==> config.mk <==
export PLATFORM = sky130hd
export DESIGN_NAME = tfs_front
export DESIGN_NICKNAME = d
export VERILOG_FILES = /design/src/hdl/tfs_pkg.sv /design/src/hdl/tfs_front.sv
export SDC_FILE = /design/constraint.sdc
export NUM_CORES = 1
export LEC_CHECK = 0
export CAP_MARGIN = 15
export CORE_AREA = 3 3 54 56
export DETAILED_ROUTE_END_ITERATION = 8
export DIE_AREA = 0 0 57 59
export DONT_BUFFER_PORTS = 1
export GPL_ROUTABILITY_DRIVEN = 0
export GPL_TIMING_DRIVEN = 0
export PLACE_DENSITY = 0.42
export SYNTH_ARGS = -nofsm -noshare
export SYNTH_HDL_FRONTEND = slang
export SYNTH_SLANG_ARGS = --single-unit
export TNS_END_PERCENT = 30
==> constraint.sdc <==
create_clock -name vclk -period 1.8
set_input_delay 0.36 -clock vclk [all_inputs]
set_output_delay 0.36 -clock vclk [all_outputs]
set_load 0.05 [all_outputs]
==> src/hdl/tfs_pkg.sv <==
// Shared types, codes and helpers of the triple redundant field store.
package tfs_pkg;

  localparam int StoreBytes = 2048;
  localparam int FieldIds   = 128;
  localparam int AddrW      = $clog2(StoreBytes);
  localparam int IdW        = $clog2(FieldIds);

  // Action codes on the request port
  localparam logic [2:0] ACT_DEFINE = 3'd0;
  localparam logic [2:0] ACT_READ   = 3'd1;
  localparam logic [2:0] ACT_COPY   = 3'd2;
  localparam logic [2:0] ACT_ADD    = 3'd3;
  localparam logic [2:0] ACT_SUB    = 3'd4;
  localparam logic [2:0] ACT_COMMIT = 3'd5;
  localparam logic [2:0] ACT_SCRUB  = 3'd6;
  localparam logic [2:0] ACT_CLEAR  = 3'd7;

  // Result status codes
  localparam logic [2:0] ST_OK       = 3'd0;
  localparam logic [2:0] ST_DISAGREE = 3'd1;
  localparam logic [2:0] ST_BAD      = 3'd2;
  localparam logic [2:0] ST_FULL     = 3'd3;
  localparam logic [2:0] ST_CLEARED  = 3'd4;

  typedef enum logic [2:0] {
    OP_DEFINE, OP_READ, OP_COPY, OP_ADD, OP_SUB, OP_COMMIT, OP_SCRUB, OP_CLEAR
  } op_t;

  // Decoded request handed from front to back
  typedef struct packed {
    op_t         op;
    logic        bad_shape;
    logic [6:0]  field_id;
    logic [10:0] element_index;
    logic [31:0] data;
    logic [2:0]  def_width;
    logic [11:0] def_count;
    logic        def_auto;
  } cmd_t;

  typedef struct packed {
    logic [10:0] base;
    logic [2:0]  width;
    logic [11:0] count;
    logic        auto_commit;
  } layout_t;

  typedef enum logic [3:0] {
    S_CLEAR, S_IDLE, S_LAYOUT, S_RD, S_RDW, S_EXEC, S_WR, S_SCRUB, S_SCRUB_V, S_DONE
  } state_t;

  function automatic logic [31:0] width_mask(input logic [2:0] w);
    case (w)
      3'd1:    width_mask = 32'h0000_00ff;
      3'd2:    width_mask = 32'h0000_ffff;
      3'd3:    width_mask = 32'h00ff_ffff;
      default: width_mask = 32'hffff_ffff;
    endcase
  endfunction

endpackage

==> src/hdl/tfs_front.sv <==
// Request intake: decodes actions and checks define shapes.
module tfs_front import tfs_pkg::*; (
  input  logic        rst,
  input  logic        in_valid,
  output logic        in_ready,
  input  logic [2:0]  action,
  input  logic [6:0]  field_id,
  input  logic [10:0] element_index,
  input  logic [31:0] data,
  input  logic [2:0]  def_width,
  input  logic [11:0] def_count,
  input  logic        def_auto_commit,
  input  logic        q_full,
  output logic        q_push,
  output cmd_t        q_cmd
);

  op_t op;

  // action code to operation
  always_comb begin
    case (action)
      ACT_DEFINE: op = OP_DEFINE;
      ACT_READ:   op = OP_READ;
      ACT_COPY:   op = OP_COPY;
      ACT_ADD:    op = OP_ADD;
      ACT_SUB:    op = OP_SUB;
      ACT_COMMIT: op = OP_COMMIT;
      ACT_SCRUB:  op = OP_SCRUB;
      default:    op = OP_CLEAR;
    endcase
  end

  assign in_ready = !rst && !q_full;
  assign q_push   = in_valid && in_ready;

  // build queue entry
  always_comb begin
    q_cmd.op            = op;
    q_cmd.bad_shape     = (def_width == 3'd0) || (def_width > 3'd4) || (def_count == 12'd0);
    q_cmd.field_id      = field_id;
    q_cmd.element_index = element_index;
    q_cmd.data          = data;
    q_cmd.def_width     = def_width;
    q_cmd.def_count     = def_count;
    q_cmd.def_auto      = def_auto_commit;
  end

endmodule

# == Word level (Yosys, flattened, before mapping) ==
# Index checks and enable logic that the tools add are counted.
# totals
out_inout_bits,72
ff_bits,0
# classes
mux,1
eq_ne,6
reduce_logical,9
order_cmp,1
# op_table
operator,n
$pmux W3 S7,1
$logic_not A12 Y1,1
$eq A3 B3 Y1 const B,3
$eq A3 B2 Y1 const B,2
$logic_not A3 Y1,2
$eq A3 B1 Y1 const B,1
$gt A3 B3 Y1 const B,1
$logic_and A1 B1 Y1,2
$logic_not A1 Y1,2
$logic_or A1 B1 Y1,2

# == Depth between registers and ports, before layout ==
# depth
word_depth,3
mapped_depth,3

# == Worst setup path before layout ==
# OpenSTA, ideal clock, no wires.
# synth_path
path_type,input to output
from,input q_full
to,output q_push
arrival_ns,1.575
t_required_ns,1.440
path_stages,2
setup_slack_ns,-0.135
path_cell_list,nor2_1 and2_1
# synth_via
elab_chain_len,3
# synth_lines
item,line,text
"start, declared",tfs_front.sv:13,"input logic q_full,"
$logic_not A1 Y1,tfs_front.sv:34,assign in_ready = !rst && !q_full;
$logic_and A1 B1 Y1,tfs_front.sv:34,
$logic_and A1 B1 Y1,tfs_front.sv:35,assign q_push = in_valid && in_ready;
"end, declared",tfs_front.sv:14,"output logic q_push,"
# No other way between the ends.

# == Worst setup path in the final report ==
# Ends and elaborated chain as after synthesis.

==> results.md <==
- ANT nets after route: 0
- Most frequent cell after synthesis: buf_4
- Outcome: completed
- Peak Freq: 592.7 MHz
- Worst path top cell family by delay: simple AND/OR/NAND/NOR gates
- PwrDens: 716.4 nW/um2
- Cell Rows: 18
- Startpoint types: primary input
- # resized after CTS: 0
- RSZ-0062 raised after global routing: no
- Worst setup EP type: output port
- Kind of critical path: in2out
- Post-CTS Repair Setup Buffers: 0
- Detailed Routing Iterations Pass 1: 2
- # DRC: 0
- Largest net degree at the start of global routing: 3
- Clock Buffer Count: 0
- Register area share after synthesis: 0
- Slew Viols, Final: 0
- Vias in the first global route: 309
- Worst setup path startpoint: q_full
- DP Area: 615.6 um2
- Post-Synthesis Cells: 78
- Tmin final: 1.687 ns
- Vias per std cell: 3.898
- Core footprint: 2477 um2
- Period utilisation layout: 0.9374
- Max_cap viols: 0
- Area occupied by multi-input gates: 71.32 um2
- Biggest area consumer among synthesized cells: buf_4
- Worst EP required: 1.44 ns
- Worst EP arrival: 1.33 ns
- Routed wire length: 1.420 mm
- Die Width: 57 um
- Yosys warning total: 0
- VDD IR max: 0.3152 mV
- Final Instance Area: 615.6 um2
- Initial antenna violation count: 0
- # port buffers: 0
- Worst-Margin Slew: 0.6079 ns
- Fill cell count: 269
- WP buf/inv: 0
- Routed WL per cell: 13.15 um
- Initial Util: 0.2323
- Worst hold path class: in2out
- Vias: 421
- Main area contributors after synthesis: buf_4, nor4_2, clkbuf_1, xnor2_1, nor2_1
- Total grt overflow: 0
- Die Area: 3363 um2
- Area share of the largest cell type after synthesis: 0.8609
- Syn nets: 150
- Layout area overhead: 6.956%
- Cell Chain, Critical Path: nor2_2 > and2_1
- Post-layout util: 0.2485
- Overall Power: 441.0 uW
- Netlist cell types: 8
- Fin Setup TNS: 0 ns
- Share of cells above drive strength 1: 0.8974
- Nets: 152
- Sequential cells: 0
- Global-route wire length before repair: 1.414 mm
- Register Area: 0 um2
- Initial DRC Count: 6
- Cell area after synthesis: 575.6 um2
- CP peak stage delay: 0.53 ns
- N_diodes: 0
- Final Hold Vio Count: 0
- Hold_buf cts: 0
- Crit-path max FO: 2
- Hold Path Origin: rst
- Leakage power: 0.3361 nW
- Die height: 59 um
- Synth cell count leaders: buf_4, clkbuf_1, nor4_2
- Crit-path slowest cell: and2_1
- I/O pin total: 144
- Gr usage total: 0.05045
- Worst rel slew slack: 0.5965
- Syn avg cell area: 7.379 um2
- Endpoints failing setup: 0
[where the power goes]
| part | total [mW] | switching [mW] | internal [mW] |
|---|---|---|---|
| sequential | 0 | 0 | 0 |
| combinational | 0.441 | 0.336 | 0.105 |
| clock | 0 | 0 | 0 |
| total | 0.441 | 0.336 | 0.105 |
[cell usage in the layout (no fill, tap or decap)]
cell type and n:
and2_1 1, buf_4 66, clkbuf_1 3, nand2_1 1
nand3_1 1, nor2_1 1, nor2_2 1, nor4_2 3
xnor2_1 1
[metrics by stage]
| stage | setup slack [ns] | cells | hold slack, ns |
|---|---|---|---|
| floorplan | 0.1304 | 78 | 0.8139 |
| global placement | 0.1043 | 108 | 0.8174 |
| detailed placement | 0.1060 | 108 | 0.8170 |
| CTS | 0.1060 | 108 | 0.8170 |
| global route | 0.08975 | 108 | 0.8190 |
| finish | 0.1127 | 108 | 0.8164 |
[final timing paths]
check	slack (ns)	endpoint	cells past startpoint
worst max-delay path	0.11	q_push	2
worst min-delay path	0.82	in_ready	1
[kinds of logic (layout without fill, tap and decap cells)]
group | after synthesis | in the layout | synth area share
xor+xnor | 1 | 1 | 0.01522
buf+inv | 69 | 69 | 0.8804
simple gates | 8 | 8 | 0.1044
[final cells by class]
class	instances	share of cell area
Buffer	69	0.8232
Multi-Input combinational cell	9	0.1159
Tap cell	30	0.06098
[per-layer routing]
metal,wire [um],up-vias,track usage,share of wire
met1,220,171,0.03801,0.15
met2,848,78,0.1191,0.60
met3,351,0,0.01961,0.25
li1,-,172,-,-
met5,0,-,0,0
met4,0,0,0,0
No activity file was read; power rests on OpenSTA's default activity.
