$ cat src/hdl/tfs_pkg.sv
// Shared types, codes and helpers of the triple redundant field store.
package tfs_pkg;

  localparam int StoreBytes = 2048;
  localparam int FieldIds   = 128;
  localparam int AddrW      = $clog2(StoreBytes);
  localparam int IdW        = $clog2(FieldIds);

  // Action codes on the request port
  localparam logic [2:0] ACT_DEFINE = 3'd0;
  localparam logic [2:0] ACT_READ   = 3'd1;
  localparam logic [2:0] ACT_COPY   = 3'd2;
  localparam logic [2:0] ACT_ADD    = 3'd3;
  localparam logic [2:0] ACT_SUB    = 3'd4;
  localparam logic [2:0] ACT_COMMIT = 3'd5;
  localparam logic [2:0] ACT_SCRUB  = 3'd6;
  localparam logic [2:0] ACT_CLEAR  = 3'd7;

  // Result status codes
  localparam logic [2:0] ST_OK       = 3'd0;
  localparam logic [2:0] ST_DISAGREE = 3'd1;
  localparam logic [2:0] ST_BAD      = 3'd2;
  localparam logic [2:0] ST_FULL     = 3'd3;
  localparam logic [2:0] ST_CLEARED  = 3'd4;

  typedef enum logic [2:0] {
    OP_DEFINE, OP_READ, OP_COPY, OP_ADD, OP_SUB, OP_COMMIT, OP_SCRUB, OP_CLEAR
  } op_t;

  // Decoded request handed from front to back
  typedef struct packed {
    op_t         op;
    logic        bad_shape;
    logic [6:0]  field_id;
    logic [10:0] element_index;
    logic [31:0] data;
    logic [2:0]  def_width;
    logic [11:0] def_count;
    logic        def_auto;
  } cmd_t;

  typedef struct packed {
    logic [10:0] base;
    logic [2:0]  width;
    logic [11:0] count;
    logic        auto_commit;
  } layout_t;

  typedef enum logic [3:0] {
    S_CLEAR, S_IDLE, S_LAYOUT, S_RD, S_RDW, S_EXEC, S_WR, S_SCRUB, S_SCRUB_V, S_DONE
  } state_t;

  function automatic logic [31:0] width_mask(input logic [2:0] w);
    case (w)
      3'd1:    width_mask = 32'h0000_00ff;
      3'd2:    width_mask = 32'h0000_ffff;
      3'd3:    width_mask = 32'h00ff_ffff;
      default: width_mask = 32'hffff_ffff;
    endcase
  endfunction

endpackage

$ cat src/hdl/tfs_queue.sv
// Two-entry request queue between front and back.
module tfs_queue import tfs_pkg::*; (
  input  logic clk,
  input  logic rst,
  input  logic push,
  input  cmd_t push_cmd,
  output logic full,
  input  logic pop,
  output logic avail,
  output cmd_t head
);

  cmd_t       slots [2];
  logic       wr_ptr;
  logic       rd_ptr;
  logic [1:0] fill;

  assign full  = (fill == 2'd2);
  assign avail = (fill != 2'd0);
  assign head  = slots[rd_ptr];

  // pointers and fill level
  always_ff @(posedge clk) begin
    if (rst) begin
      wr_ptr <= 1'b0;
      rd_ptr <= 1'b0;
      fill   <= 2'd0;
    end else begin
      if (push) wr_ptr <= !wr_ptr;
      if (pop)  rd_ptr <= !rd_ptr;
      case ({push, pop})
        2'b10:   fill <= fill + 2'd1;
        2'b01:   fill <= fill - 2'd1;
        default: fill <= fill;
      endcase
    end
  end

  always_ff @(posedge clk) begin
    if (push) slots[wr_ptr] <= push_cmd;
  end

endmodule

$ cat config.mk
export PLATFORM = sky130hd
export DESIGN_NAME = tfs_queue
export DESIGN_NICKNAME = d
export VERILOG_FILES = /design/src/hdl/tfs_pkg.sv /design/src/hdl/tfs_queue.sv
export SDC_FILE = /design/constraint.sdc
export NUM_CORES = 1
export LEC_CHECK = 0
export BUFFER_PORTS_ARGS = -buffer_cell sky130_fd_sc_hd__buf_2
export CORE_MARGIN = 2
export CORE_UTILIZATION = 47
export CTS_BUF_LIST = sky130_fd_sc_hd__clkbuf_16
export CTS_CLUSTER_DIAMETER = 80
export DETAILED_ROUTE_END_ITERATION = 8
export PLACE_DENSITY = 0.79
export SETUP_SLACK_MARGIN = 0.4
export SKIP_LAST_GASP = 1
export SYNTH_ARGS = -nofsm -noshare
export SYNTH_HDL_FRONTEND = slang
export SYNTH_SLANG_ARGS = --single-unit
export TNS_END_PERCENT = 1
$ cat constraint.sdc
create_clock -name clk -period 3.7 [get_ports clk]
set_input_delay 0.185 -clock clk [delete_from_list [all_inputs] [get_ports clk]]
set_output_delay 0.185 -clock clk [all_outputs]
set_load 0.02 [all_outputs]
# --- Yosys cells after proc, flatten, opt, wreduce, memory -nomap -nowiden ---
# Memories as Yosys holds them, arrays and structs flattened. A register that Yosys moved wholly into a read port is not among the register bits.
# Index checks and enable logic that the tools add are counted.
word_totals:
  memories: 1
  wordCells: 18
  ramBits: 140
  out_inout_bits: 72
  register_bits: 4
  inputBits: 74
classes:
  eq_ne: 3
  mux: 5
  addsub: 2
  n_reduce_logical: 4
mem_list:
  columns: ["memory", "depth", "word_bits", "read_ports", "rd_clocked_by_memory_dff", "wr", "line_no", "source"]
  rows:
  - ["slots", 2, 70, 1, 1, 1, "tfs_queue.sv:13", "cmd_t slots [2];"]
op_table:
  columns: ["cell", "count"]
  rows:
  - ["== test 2 bit, second input constant", 2]
  - ["two-way mux 1 bit", 4]
  - ["one-hot mux 2 bit (2 select lines)", 1]
  - ["nonzero test 2 bit", 2]
  - ["adder 2 x 1 -> 2 bit, second input constant", 1]
  - ["== test 2 x 1 -> 1 bit, second input constant", 1]
  - ["logical NOT 1 bit", 2]
  - ["subtractor 2 x 1 -> 2 bit, second input constant", 1]

# --- Longest topological paths before layout ---
depth:
  depth_word: 3
  ltp_mapped: 5
  depth_no_buf: 5

# --- Worst setup path before layout ---
# OpenSTA, ideal clock, no wires.
synth_path:
  kind: "reg2reg"
  start: "register wr_ptr"
  end: "memory slots[0][0] in the netlist's numbering, enable pin"
  path_stages_with_launch: 2
  t_arrival_ns: 3.252
  t_required_ns: 3.200
  n_path_buf: 0
  synth_period_minus_slack_ns: 3.752
  setup_ns: 0.500
  setup_slack_ns: -0.052
  cell_sequence: "dfxtp_1 nor2_1"
synth_lines:
  columns: ["item", "line_no", "source"]
  rows:
  - ["from (decl)", "tfs_queue.sv:14", "logic wr_ptr;"]
  - ["from (signal assigned)", "tfs_queue.sv:29", "if (push) wr_ptr <= !wr_ptr;"]
  - ["to (decl)", "tfs_queue.sv:13", null]
# No word-level cell before the write port.

==> out/results.txt <==
CP Launch Type: register
Initial DRT Pass Iterations: 6
DR vias: 2977
Cell variety after synth: 15
crit path DAT: 1.99 ns
synthesized area per cell: 21.8 µm²
CTS tree: yes
die height: 110 µm
HP Class: primary input to register
worst-margin pin slew: 0.972 ns
layout cells sized above 1: 51.8%
largest family of logic cells by synthesized area: multiplexers
first-pass GRT wire length: 14.9 mm
Final ANT Viol Nets: 0
Final Max Slew Viols: 0
pwr/cell area: 559 nW/µm²
Setup Fix Bufs, Post-CTS: 0
residual overflow from global routing: 0
CP peak stage delay: 0.93 ns
TNS Setup: 0 ns
GRT Util Overall: 16.9%
Worst-Skew Late Latency: 0.40 ns
Pleak: 2.83 nW
1st-iter DRT viols: 128
Crit-path slowest cell: dfxtp_4
fmax: 0.459 GHz
CTS max path bufs: 2
RSZ-0062 raised after global routing: no
P&R area growth vs syn: 42.0%
final hold violations: 0
CTS root buffer: clkbuf_16
initial antenna violation count: 0
RePlAce Congestion: 0.669
Resized Gates After CTS: 0
Crit Path Max Fanout: 70
Crit Path Class: register to output port
Inst Count DP: 518
mux cell area share after synthesis: 15.0%
io pins: 146
status: completed
post-route minimum period: 2.18 ns
crit path to: head[59]
crit end category: output port
Avg Vias per Cell: 4.81
worst reg2reg path depth: 2
Yosys warnings: 0
Max Cap Violations: 0
Final #Nets: 543
Post-Synth Adder-Cell Area: 0.239%
Seq cells post-synth: 145
Die ar.: 12000 µm²
P_sw: 906 µW
reg-to-reg slack, setup: 1.90 ns
htree depth: 4
Post-CTS Hold Buffers: 71
Cells after Synth: 240
skew final: 0.00925 ns
I/O Buffers: 145
WP data required: 3.51 ns
maximum VDD drop: 0.000310 V
Internal: 3.26 mW
CP delay by family, top: flip-flops
HPWL after DPL: 5.41 mm
Slew HR: 35.2%
Final Non-Filler Cells: 619
Worst R2R End: slots[0][51]$_DFFE_PP_
Starting Density: 48.3%
Remaining DRCs: 0
vias in the first global route: 3095
Synth Net Count: 315
clock slew at reported path FFs: 0.05 ns
WL final: 9.81 mm
combinational power share: 11.7%
CTS Buf Count: 17
largest net degree at the start of global routing: 71
sequential group share of total power: 47.3%
Synth Area in XOR/XNOR: 0.669%
drt wl/cell: 15.8 µm
post-synthesis sequential area ratio: 82.1%
WP buf/inv: 1
Sw Ratio: 21.8%
share of total power in the clock network: 41.0%
Final period util: 58.9%
Critical Path, Cell by Cell: mux2_2 > buf_2
Synth Area in Simple Gates: 0.883%
Worst path depth: 2
Synth Area in Compound Gates: 0.191%
FF-to-FF Start: wr_ptr$_SDFFE_PP0P_
Die W: 110 µm
total core area: 10800 µm²
Num Clock Sinks: 145
overall power: 4.16 mW
Rows: 38
post-synthesis cell area: 5240 µm²
Ant. Diodes: 0
setup violators final: 0
==> metrics by stage <==
step	instance area, µm²	utilization [%]	setup WS [ns]	hold slack, ns
CTS	7440	68.7	1.49	0.0611
global route	7440	68.7	1.39	0.0888
floorplan	5240	-	1.11	0.254
detailed placement	6130	56.6	1.89	0.376
finish	7440	68.7	1.52	0.0844
global placement	6130	56.6	1.89	0.372
==> cells by family (layout without fill, tap and decap cells) <==
logic type / count (synthesis) / in the layout
buf+inv: 9 / 248
mux: 70 / 70
compound gates: 2 / 2
simple gates: 9 / 9
fa+ha+maj: 1 / 1
xor+xnor: 4 / 4
flops: 145 / 145
==> synthesized netlist by cell type <==
library cell,number,area [µm²]
xor2_1,1,8.76
or3_1,1,6.26
xnor2_1,3,26.3
dfxtp_1,5,100
mux2_2,70,788
a21oi_1,1,5.00
nor2_1,5,18.8
inv_1,1,3.75
buf_2,8,40.0
and2_1,1,6.26
o21ai_0,1,5.00
or2_2,1,6.26
and2b_2,1,8.76
ha_1,1,12.5
edfxtp_1,140,4200
==> registers in the layout, indices dropped and copies added, names as in the netlist, named ones only <==
| name | cells |
|---|---|
| fill | 2 |
| rd_ptr | 1 |
| slots | 140 |
| wr_ptr | 1 |
==> metal layers <==
layer / vias to the layer above / track usage, % / routed length [µm]
met3: 6 / 6.58 / 578
met4: 0 / 5.24 / 54
met2: 97 / 29.9 / 5300
li1: 1400 / - / -
met1: 1474 / 18.7 / 3870
met5: - / 0 / 0
==> worst register-to-register path: cells and delay by family (launching register included) <==
family | cells | cell delay (ns)
buf+inv | 1 | 0.36
flops | 1 | 0.36
simple gates | 1 | 0.74
==> power by group through the flow <==
stage          sequential, mW  combinational, mW  clock [mW]
2_1_floorplan            1.97              0.296           0
3_5_place_dp             2.00              0.428           0
4_1_cts                  1.97              0.488        1.74
5_1_grt                  1.98              0.522        1.82
6_report                 1.97              0.487        1.71
3_3_place_gp             2.00              0.422           0
==> cells in the final DEF, fill, tap and decap left out, types with 3 or more instances in the layout <==
master / synthesis / final
bufinv_16: 0 / 4
dlygate4sd3_1: 0 / 71
edfxtp_1: 140 / 140
buf_2: 8 / 145
xnor2_1: 3 / 3
nor2_1: 5 / 4
clkbuf_16: 0 / 17
mux2_2: 70 / 70
dfxtp_1: 5 / 4
clkinvlp_4: 0 / 4
==> final cells by class <==
class | count | area, µm²
sequential | 145 | 4310
tap | 140 | 175
fill | 723 | 3400
clock inverter | 13 | 171
clock buffer | 17 | 425
timing repair buffer | 217 | 1460
multi-input combinational | 86 | 902
inverter | 1 | 3.75
==> how the worst min path moves through the flow <==
| stage | start | to | slack (ns) | cells past startpoint |
|---|---|---|---|---|
| 2_1_floorplan | rst | fill[1]$_SDFFE_PP0P_ | 0.25 | 1 |
| 3_3_place_gp | push_cmd[0] | slots[0][0]$_DFFE_PP_ | 0.37 | 1 |
| 3_5_place_dp | push_cmd[21] | slots[0][21]$_DFFE_PP_ | 0.38 | 1 |
| 4_1_cts | push | wr_ptr$_SDFFE_PP0P_ | 0.06 | 3 |
| 5_1_grt | pop | register | 0.09 | 3 |
| 6_report | pop | rd_ptr$_SDFFE_PP0P_ | 0.08 | 3 |
(Power assumes the default switching activity.)
